<file path="src/sv/rgbay_pkg.sv">
`default_nettype none

package rgbay_pkg;

    // channel and arithmetic widths
    localparam int ChanW    = 8;
    localparam int MixW     = 16;
    localparam int CoefW    = 16;
    localparam int ProdW    = ChanW + CoefW;
    localparam int SumW     = ProdW + 2;
    localparam int FracBits = 16;

    typedef logic [ChanW-1:0] chan_t;
    typedef logic [MixW-1:0]  mix_t;
    typedef logic [CoefW-1:0] coef_t;
    typedef logic [ProdW-1:0] prod_t;
    typedef logic signed [SumW-1:0] sum_t;

    typedef struct packed {
        chan_t red;
        chan_t green;
        chan_t blue;
        chan_t alpha;
    } rgba_t;

    typedef struct packed {
        chan_t red;
        chan_t green;
        chan_t blue;
    } rgb_t;

    typedef struct packed {
        sum_t luma;
        sum_t chroma_blue;
        sum_t chroma_red;
    } ycc_sum_t;

    // bt.601 full range, 16 fraction bits
    localparam coef_t CoefYR  = 16'd19595;
    localparam coef_t CoefYG  = 16'd38470;
    localparam coef_t CoefYB  = 16'd7471;
    localparam coef_t CoefCbR = 16'd11056;
    localparam coef_t CoefCbG = 16'd21712;
    localparam coef_t CoefCbB = 16'd32768;
    localparam coef_t CoefCrR = 16'd32768;
    localparam coef_t CoefCrG = 16'd27440;
    localparam coef_t CoefCrB = 16'd5328;

    localparam sum_t ChromaOffset = sum_t'(128 * 65536);

    // configuration register indexes
    localparam int CfgIndexW = 2;
    typedef logic [CfgIndexW-1:0] cfg_index_t;
    localparam cfg_index_t RegBackRed   = 2'd0;
    localparam cfg_index_t RegBackGreen = 2'd1;
    localparam cfg_index_t RegBackBlue  = 2'd2;

endpackage

`default_nettype wire

</file>
<file path="src/sv/rgbay_blend.sv">
`default_nettype none

// alpha blend over the background: products and sum, then divide by 255
module rgbay_blend (
    input  wire logic           aclk,
    input  wire logic           aresetn,
    input  wire logic           in_valid,
    output logic                in_ready,
    input  wire rgbay_pkg::rgba_t in_pix,
    input  wire rgbay_pkg::rgb_t  back,
    output logic                out_valid,
    input  wire logic           out_ready,
    output rgbay_pkg::rgb_t     out_rgb
);
    import rgbay_pkg::*;

    function automatic mix_t mix_chan(input chan_t fg, input chan_t bg, input chan_t a);
        logic [MixW:0] acc;
        acc = {1'b0, mix_t'(fg) * mix_t'(a)}
            + {1'b0, mix_t'(bg) * mix_t'(chan_t'(8'd255) - a)};
        return acc[MixW-1:0];
    endfunction

    // floor(x / 255) for x below 65280
    function automatic chan_t div255(input mix_t x);
        logic [MixW:0] t;
        t = (MixW+1)'(x) + (MixW+1)'(x >> ChanW) + (MixW+1)'(1);
        return t[MixW-1:ChanW];
    endfunction

    mix_t  mix_r_reg, mix_g_reg, mix_b_reg;
    logic  mix_valid_reg;
    rgb_t  rgb_reg;
    logic  rgb_valid_reg;
    logic  mix_ready, rgb_ready;

    assign rgb_ready = !rgb_valid_reg || out_ready;
    assign mix_ready = !mix_valid_reg || rgb_ready;
    assign in_ready  = mix_ready;

    always_ff @(posedge aclk) begin
        if (!aresetn) begin
            mix_valid_reg <= 1'b0;
        end else if (mix_ready) begin
            mix_valid_reg <= in_valid;
        end
        if (mix_ready) begin
            mix_r_reg <= mix_chan(in_pix.red,   back.red,   in_pix.alpha);
            mix_g_reg <= mix_chan(in_pix.green, back.green, in_pix.alpha);
            mix_b_reg <= mix_chan(in_pix.blue,  back.blue,  in_pix.alpha);
        end
    end

    always_ff @(posedge aclk) begin
        if (!aresetn) begin
            rgb_valid_reg <= 1'b0;
        end else if (rgb_ready) begin
            rgb_valid_reg <= mix_valid_reg;
        end
        if (rgb_ready) begin
            rgb_reg.red   <= div255(mix_r_reg);
            rgb_reg.green <= div255(mix_g_reg);
            rgb_reg.blue  <= div255(mix_b_reg);
        end
    end

    assign out_valid = rgb_valid_reg;
    assign out_rgb   = rgb_reg;

endmodule

`default_nettype wire

</file>
<file path="src/sv/rgbay_matrix.sv">
`default_nettype none

// colour matrix: nine products, then three signed sums
module rgbay_matrix (
    input  wire logic           aclk,
    input  wire logic           aresetn,
    input  wire logic           in_valid,
    output logic                in_ready,
    input  wire rgbay_pkg::rgb_t in_rgb,
    output logic                out_valid,
    input  wire logic           out_ready,
    output rgbay_pkg::ycc_sum_t out_sum
);
    import rgbay_pkg::*;

    prod_t yr_reg, yg_reg, yb_reg;
    prod_t cbr_reg, cbg_reg, cbb_reg;
    prod_t crr_reg, crg_reg, crb_reg;
    logic  prod_valid_reg;
    ycc_sum_t sum_reg;
    logic  sum_valid_reg;
    logic  prod_ready, sum_ready;

    assign sum_ready  = !sum_valid_reg || out_ready;
    assign prod_ready = !prod_valid_reg || sum_ready;
    assign in_ready   = prod_ready;

    always_ff @(posedge aclk) begin
        if (!aresetn) begin
            prod_valid_reg <= 1'b0;
        end else if (prod_ready) begin
            prod_valid_reg <= in_valid;
        end
        if (prod_ready) begin
            yr_reg  <= prod_t'(in_rgb.red)   * prod_t'(CoefYR);
            yg_reg  <= prod_t'(in_rgb.green) * prod_t'(CoefYG);
            yb_reg  <= prod_t'(in_rgb.blue)  * prod_t'(CoefYB);
            cbr_reg <= prod_t'(in_rgb.red)   * prod_t'(CoefCbR);
            cbg_reg <= prod_t'(in_rgb.green) * prod_t'(CoefCbG);
            cbb_reg <= prod_t'(in_rgb.blue)  * prod_t'(CoefCbB);
            crr_reg <= prod_t'(in_rgb.red)   * prod_t'(CoefCrR);
            crg_reg <= prod_t'(in_rgb.green) * prod_t'(CoefCrG);
            crb_reg <= prod_t'(in_rgb.blue)  * prod_t'(CoefCrB);
        end
    end

    always_ff @(posedge aclk) begin
        if (!aresetn) begin
            sum_valid_reg <= 1'b0;
        end else if (sum_ready) begin
            sum_valid_reg <= prod_valid_reg;
        end
        if (sum_ready) begin
            sum_reg.luma <= sum_t'({2'b00, yr_reg}) + sum_t'({2'b00, yg_reg})
                          + sum_t'({2'b00, yb_reg});
            sum_reg.chroma_blue <= ChromaOffset - sum_t'({2'b00, cbr_reg})
                                 - sum_t'({2'b00, cbg_reg}) + sum_t'({2'b00, cbb_reg});
            sum_reg.chroma_red  <= ChromaOffset + sum_t'({2'b00, crr_reg})
                                 - sum_t'({2'b00, crg_reg}) - sum_t'({2'b00, crb_reg});
        end
    end

    assign out_valid = sum_valid_reg;
    assign out_sum   = sum_reg;

endmodule

`default_nettype wire

</file>
<file path="src/sv/rgba_blend_to_ycbcr444.sv">
`default_nettype none

// rgba to full-range bt.601 ycbcr 4:4:4, one pixel per item. each pixel is
// first blended over an opaque background colour held in three registers,
// c = floor((fg*alpha + bg*(255-alpha)) / 255), then converted with 16-bit
// fraction coefficients, the fraction dropped and each result clamped to a
// byte. the datapath is a five-stage pipeline (blend products, divide by 255,
// matrix products, matrix sums, clamp and output register): one item enters
// per clock while s_tready is high, and each item passes through the stages
// in that order. each stage holds its item while the stage after it is full
// and cannot pass its own item on, so s_tready falls only when every stage is
// occupied and m_tready is low. the background registers are written through
// the cfg channel, which is always ready; write them only while the pipeline
// is empty.
module rgba_blend_to_ycbcr444 (
    input  wire logic        aclk,
    input  wire logic        aresetn,
    // input items
    input  wire logic        s_tvalid,
    output logic             s_tready,
    input  wire logic [31:0] s_tdata,   // red, green, blue, alpha
    // result items
    output logic             m_tvalid,
    input  wire logic        m_tready,
    output logic [23:0]      m_tdata,   // luma, chroma_blue, chroma_red
    // configuration writes
    input  wire logic        cfg_valid,
    output logic             cfg_ready,
    input  wire rgbay_pkg::cfg_index_t cfg_index,
    input  wire logic [7:0]  cfg_data
);
    import rgbay_pkg::*;

    // drop fraction, clamp to 0..255
    function automatic chan_t clamp_byte(input sum_t s);
        sum_t v;
        chan_t res;
        v = s >>> FracBits;
        if (s < 0) begin
            res = '0;
        end else if (v > sum_t'(255)) begin
            res = 8'd255;
        end else begin
            res = v[ChanW-1:0];
        end
        return res;
    endfunction

    // background colour registers
    rgb_t back_reg;

    assign cfg_ready = 1'b1;

    always_ff @(posedge aclk) begin
        if (!aresetn) begin
            back_reg <= '0;
        end else if (cfg_valid) begin
            case (cfg_index)
                RegBackRed:   back_reg.red   <= cfg_data;
                RegBackGreen: back_reg.green <= cfg_data;
                RegBackBlue:  back_reg.blue  <= cfg_data;
                default: begin
                end
            endcase
        end
    end

    // unpack input item
    rgba_t in_pix;
    assign in_pix.red   = s_tdata[7:0];
    assign in_pix.green = s_tdata[15:8];
    assign in_pix.blue  = s_tdata[23:16];
    assign in_pix.alpha = s_tdata[31:24];

    // blend stages
    logic     blend_valid, blend_ready;
    rgb_t     blend_rgb;

    rgbay_blend u_blend (
        .aclk      (aclk),
        .aresetn   (aresetn),
        .in_valid  (s_tvalid),
        .in_ready  (s_tready),
        .in_pix    (in_pix),
        .back      (back_reg),
        .out_valid (blend_valid),
        .out_ready (blend_ready),
        .out_rgb   (blend_rgb)
    );

    // matrix stages
    logic     mat_valid, mat_ready;
    ycc_sum_t mat_sum;

    rgbay_matrix u_matrix (
        .aclk      (aclk),
        .aresetn   (aresetn),
        .in_valid  (blend_valid),
        .in_ready  (blend_ready),
        .in_rgb    (blend_rgb),
        .out_valid (mat_valid),
        .out_ready (mat_ready),
        .out_sum   (mat_sum)
    );

    // clamp and output register
    logic        out_valid_reg;
    logic [23:0] out_data_reg;

    assign mat_ready = !out_valid_reg || m_tready;

    always_ff @(posedge aclk) begin
        if (!aresetn) begin
            out_valid_reg <= 1'b0;
        end else if (mat_ready) begin
            out_valid_reg <= mat_valid;
        end
        if (mat_ready) begin
            out_data_reg <= {clamp_byte(mat_sum.chroma_red),
                             clamp_byte(mat_sum.chroma_blue),
                             clamp_byte(mat_sum.luma)};
        end
    end

    assign m_tvalid = out_valid_reg;
    assign m_tdata  = out_data_reg;

endmodule

`default_nettype wire

</file>
<file path="config.mk">
export PLATFORM = sky130hd
export DESIGN_NAME = rgba_blend_to_ycbcr444
export DESIGN_NICKNAME = d
export VERILOG_FILES = /design/src/sv/rgbay_pkg.sv /design/src/sv/rgbay_blend.sv /design/src/sv/rgbay_matrix.sv /design/src/sv/rgba_blend_to_ycbcr444.sv
export SDC_FILE = /design/constraint.sdc
export NUM_CORES = 2
export LEC_CHECK = 0
export ABC_AREA = 1
export BUFFER_PORTS_ARGS = -buffer_cell sky130_fd_sc_hd__buf_2
export CAP_MARGIN = 20
export CORE_MARGIN = 2
export CORE_UTILIZATION = 40
export DETAILED_ROUTE_END_ITERATION = 10
export PLACE_DENSITY = 0.53
export RECOVER_POWER = 100
export SYNTH_ARGS = -nofsm -noshare
export SYNTH_HDL_FRONTEND = slang
export SYNTH_HIERARCHICAL = 1
export SYNTH_SLANG_ARGS = --single-unit
</file>
<file path="constraint.sdc">
create_clock -name aclk -period 12.5 [get_ports aclk]
set_input_delay 1.25 -clock aclk [delete_from_list [all_inputs] [get_ports aclk]]
set_output_delay 1.25 -clock aclk [all_outputs]
set_load 0.005 [all_outputs]
</file>
## Word-level counts from Yosys, hierarchy flattened

Index checks and enable logic that the tools add are counted.

- Flip-flop bits (word level): 359
- Bits of input ports: 47
- Output and inout bits: 27
- Word-level logic and storage cells: 85

- Add/sub/neg operators: 18
- Multiply operators: 13
- $lt $le $gt $ge: 6
- Equality and inequality tests: 2
- Muxes and demuxes: 3
- Reduce and logical (&&, ||, !) cells: 14

Operators by type and width:

| kind | count |
|---|---|
| $lt A26 B1 Y1 const B | 3 |
| $sub A26 B24 Y26 | 2 |
| $add A16 B1 Y16 const B | 3 |
| $add A16 B16 Y16 | 3 |
| $add A16 B8 Y16 | 3 |
| $mul A8 B16 Y16 | 3 |
| $mul A8 B8 Y16 | 3 |
| $mul A8 B15 Y23 const B | 2 |
| $mul A8 B11 Y19 const B | 2 |
| $gt A10 B9 Y1 const B | 3 |
| $add A26 B22 Y26 | 1 |
| $add A26 B24 Y26 | 1 |
| $sub A26 B22 Y26 | 1 |
| $add A23 B24 Y25 | 1 |
| $add A24 B23 Y25 const A | 1 |
| $sub A24 B22 Y25 const A | 1 |
| $mux W8 | 3 |
| $mul A8 B13 Y21 const B | 1 |
| $mul A8 B10 Y18 const B | 1 |
| $mul A8 B9 Y17 const B | 1 |
| $sub A8 B8 Y9 const A | 1 |
| $reduce_and A2 Y1 | 3 |
| $logic_not A1 Y1 | 5 |
| $logic_or A1 B1 Y1 | 5 |
| other kinds (3) | 3 |

## Logic depth before layout (Yosys ltp)

- Word-level depth: 6
- Gate-level depth with buffers: 27
- Mapped depth without buffers: 25

## By module

Netlist, hierarchy kept.

Modules (own cells, without submodules):

| module | instances | cells an instance | area an instance (µm²) | sequential area each (µm²) |
|---|---|---|---|---|
| rgbay_matrix | 1 | 2,578 | 23,475.0 | 6,466.2 |
| rgbay_blend | 1 | 2,331 | 17,790.8 | 2,202.1 |
| rgba_blend_to_ycbcr444 | 1 | 242 | 2,037.0 | 1,221.2 |

## Least setup slack after synthesis

Ideal clock, no wire load.

- Path kind: input to output
- Start point: in m_tready
- End point: out s_tready
- Data arrival time: 7.183 ns
- Data required time: 11.250 ns
- Setup slack: 4.067 ns
- Stages on the path: 6
- Path buffers: 0
- Cell sequence: inv_1 nand2_1 inv_1 nand3_1 inv_1 nand3_1

- Cells in the longest elaborated chain, start to end: 5

Ends and longest elaborated chain:

| element | line | source |
|---|---|---|
| start: declaration | rgba_blend_to_ycbcr444.sv:24 | `input wire logic m_tready,` |
| $logic_or A1 B1 Y1 | rgba_blend_to_ycbcr444.sv:110 | `assign mat_ready = !out_valid_reg \|\| m_tready;` |
| via mat_ready | rgba_blend_to_ycbcr444.sv:92 | `logic mat_valid, mat_ready;` |
| $logic_or A1 B1 Y1 | rgbay_matrix.sv:24 | `assign sum_ready = !sum_valid_reg \|\| out_ready;` |
| $logic_or A1 B1 Y1 | rgbay_matrix.sv:25 | `assign prod_ready = !prod_valid_reg \|\| sum_ready;` |
| via blend_ready | rgba_blend_to_ycbcr444.sv:76 | `logic blend_valid, blend_ready;` |
| $logic_or A1 B1 Y1 | rgbay_blend.sv:37 | `assign rgb_ready = !rgb_valid_reg \|\| out_ready;` |
| $logic_or A1 B1 Y1 | rgbay_blend.sv:38 | `assign mix_ready = !mix_valid_reg \|\| rgb_ready;` |
| end: declaration | rgba_blend_to_ycbcr444.sv:20 | `output logic s_tready,` |

The timed path passes the listed nets, and every way through them passes these cells.

## Final worst setup path

- Start point: in m_tready
- End point: reg u_matrix.yb_reg[19], enable pin

- Cells in the longest elaborated chain, start to end: 3

Ends and longest elaborated chain:

| element | line | source |
|---|---|---|
| $logic_or A1 B1 Y1 | rgba_blend_to_ycbcr444.sv:110 |  |
| via mat_ready | rgba_blend_to_ycbcr444.sv:92 |  |
| $logic_or A1 B1 Y1 | rgbay_matrix.sv:24 |  |
| $logic_or A1 B1 Y1 | rgbay_matrix.sv:25 |  |
| via blend_ready | rgba_blend_to_ycbcr444.sv:76 |  |
| end signal: assignment | rgbay_matrix.sv:37 | `yb_reg <= prod_t'(in_rgb.blue) * prod_t'(CoefYB);` |
| end: declaration | rgbay_matrix.sv:16 | `prod_t yr_reg, yg_reg, yb_reg;` |

The timed path passes the listed nets, and every way through them passes these cells.
A chain may end at the register's enable or synchronous reset.

==> metrics.csv <==
metric;value;unit
fill count;10600;
RSZ-0062 raised after global routing;false;
failing checks;max-capacitance violations, max-slew violations;
CTS Buf Count;39;
grt total ovfl;0;
crit path DAT;8.78;ns
Max Buffers Root-to-Sink;3;
Final TNS setup;0;ns
CP startpoint kind;input port;
initial antenna violation count;8;
wire per inst;15.6;um
final setup vio count;0;
Clock Skews;0.0311;ns
Fin. Hold Viols;0;
Rel. slew slack;-169;%
FP Rows;118;
max reg flops;30;
CTS sink cnt;299;
clk_lat worst skew;0.60;ns
Die Ht;327;um
Yosys Warn Count;6;
period utilisation layout;69.4;%
area occupied by multi-input gates;0.0280;sq mm
max-slew violations;321;
area of the core;0.103;sq mm
worst-path fanout max;74;
Tightest Pin Transition;4.03;ns
Hold WC Path Type;reg2reg;
first-pass GRT wire length;168000;um
CTS root buf;clkbuf_16;
CP Class;in2reg;
# IOs;74;
commonest non-fill, non-tap cell in the layout;inv_1;
slowest stage delay, CP;2.90;ns
gr usage total;19.6;%
Initial DRT Pass Iterations;5;
vias;31300;
Worst R2R Path Depth;5;
minimum clock period after layout;8.68;ns
largest net degree at the start of global routing;75;
Mapped Area;0.0417;sq mm
vias in the first global route;32400;
Achievable Freq;115;MHz
slowest stage cell, crit path;clkbuf_1;
Worst Hold Depth;2;
worst path required time;12.60;ns
Die Width;327;um
area grow syn2layout;7.13;%
clock slew at reported path FFs;0.05;ns
CTS Hold Bufs;0;
total routed wirelength;102000;um
hold slack;0.453;ns
Critical Path, Cell by Cell;buf_2, inv_1, nand2_1, inv_1, nand3_1, clkbuf_1, clkbuf_1;
H-tree lvl count;2;
Crit. End Element;flop;
vias per cell;4.81;
layout cell share with drive strength beyond 1;3.04;%
fin nets;6222;
Residual DRC;0;
starting density of the core;40.3;%
Mapped Cells;5051;
run status;finished with violations;
Post-DRT Antenna Nets;0;
Resized Gates After CTS;0;
Placer Congestion;0.888;
HPWL after DPL;84000;um
First DRT Iteration DRCs;1498;
Syn Area/Cell;8.25;sq um
CTS tree;yes;
most frequent cells in the layout;inv_1 (1194), nand2_1 (1050), ha_1 (650), fa_1 (428), nor2_1 (394);
post-CTS setup buffers;0;
port bufs;72;
max_cap viols;8;
die area;0.107;sq mm
Storage cell area;0.00869;sq mm
## per-layer routing
| metal | vias up | GRT usage, % | wire length, um |
|---|---|---|---|
| li1 | 15900 | - | - |
| met1 | 14800 | 25.6 | 46100 |
| met2 | 460 | 34.5 | 49300 |
| met3 | 118 | 2.17 | 3610 |
| met4 | 10 | 5.16 | 2530 |
| met5 | - | 0 | 58 |
## per-stage QoR
| step | utilization (%) | std cells | cell area [sq um] | setup WS [ns] |
|---|---|---|---|---|
| after detailed placement | 42.1 | 6436 | 43500 | 5.17 |
| final | 43.2 | 6509 | 44600 | 3.82 |
| after floorplan | - | 5053 | 41700 | 4.07 |
| after CTS | 43.3 | 6508 | 44800 | 5.80 |
| after global routing | 43.2 | 6508 | 44600 | 3.04 |
| after global placement | 42.1 | 6436 | 43500 | 5.20 |
## path summary, 6_finish.rpt
path / from / to / slack [ns]
hold reg to reg: u_matrix/prod_valid_reg$_SDFFE_PN0P_ / u_matrix/out_valid$_SDFFE_PN0P_ / 0.45
hold / removal: u_matrix/prod_valid_reg$_SDFFE_PN0P_ / u_matrix/out_valid$_SDFFE_PN0P_ / 0.45
setup / recovery: m_tready / u_matrix/yb_reg[19]$_DFFE_PP_ / 3.82
setup reg to reg: m_tvalid$_SDFFE_PN0P_ / u_matrix/yb_reg[19]$_DFFE_PP_ / 4.28
## final cells by class
type                    instances  area share [%]
multi-input cells            3472            62.8
repair buffers                 84           0.897
inverters                    1201            10.1
well taps                    1380            3.87
flip-flops and latches        299            19.5
clock inverters                22           0.547
diodes                          1         0.00561
clock buffers                  50            2.35
## critical path: cells and delay by family
kind	cells	cell delay, ns
AND/OR/NAND/NOR	2	2.79
buffers and inverters	5	4.62
Power is left out: the tool's default activity adds up to more than one toggle a clock period on the data nets, which glitch-free logic cannot reach.
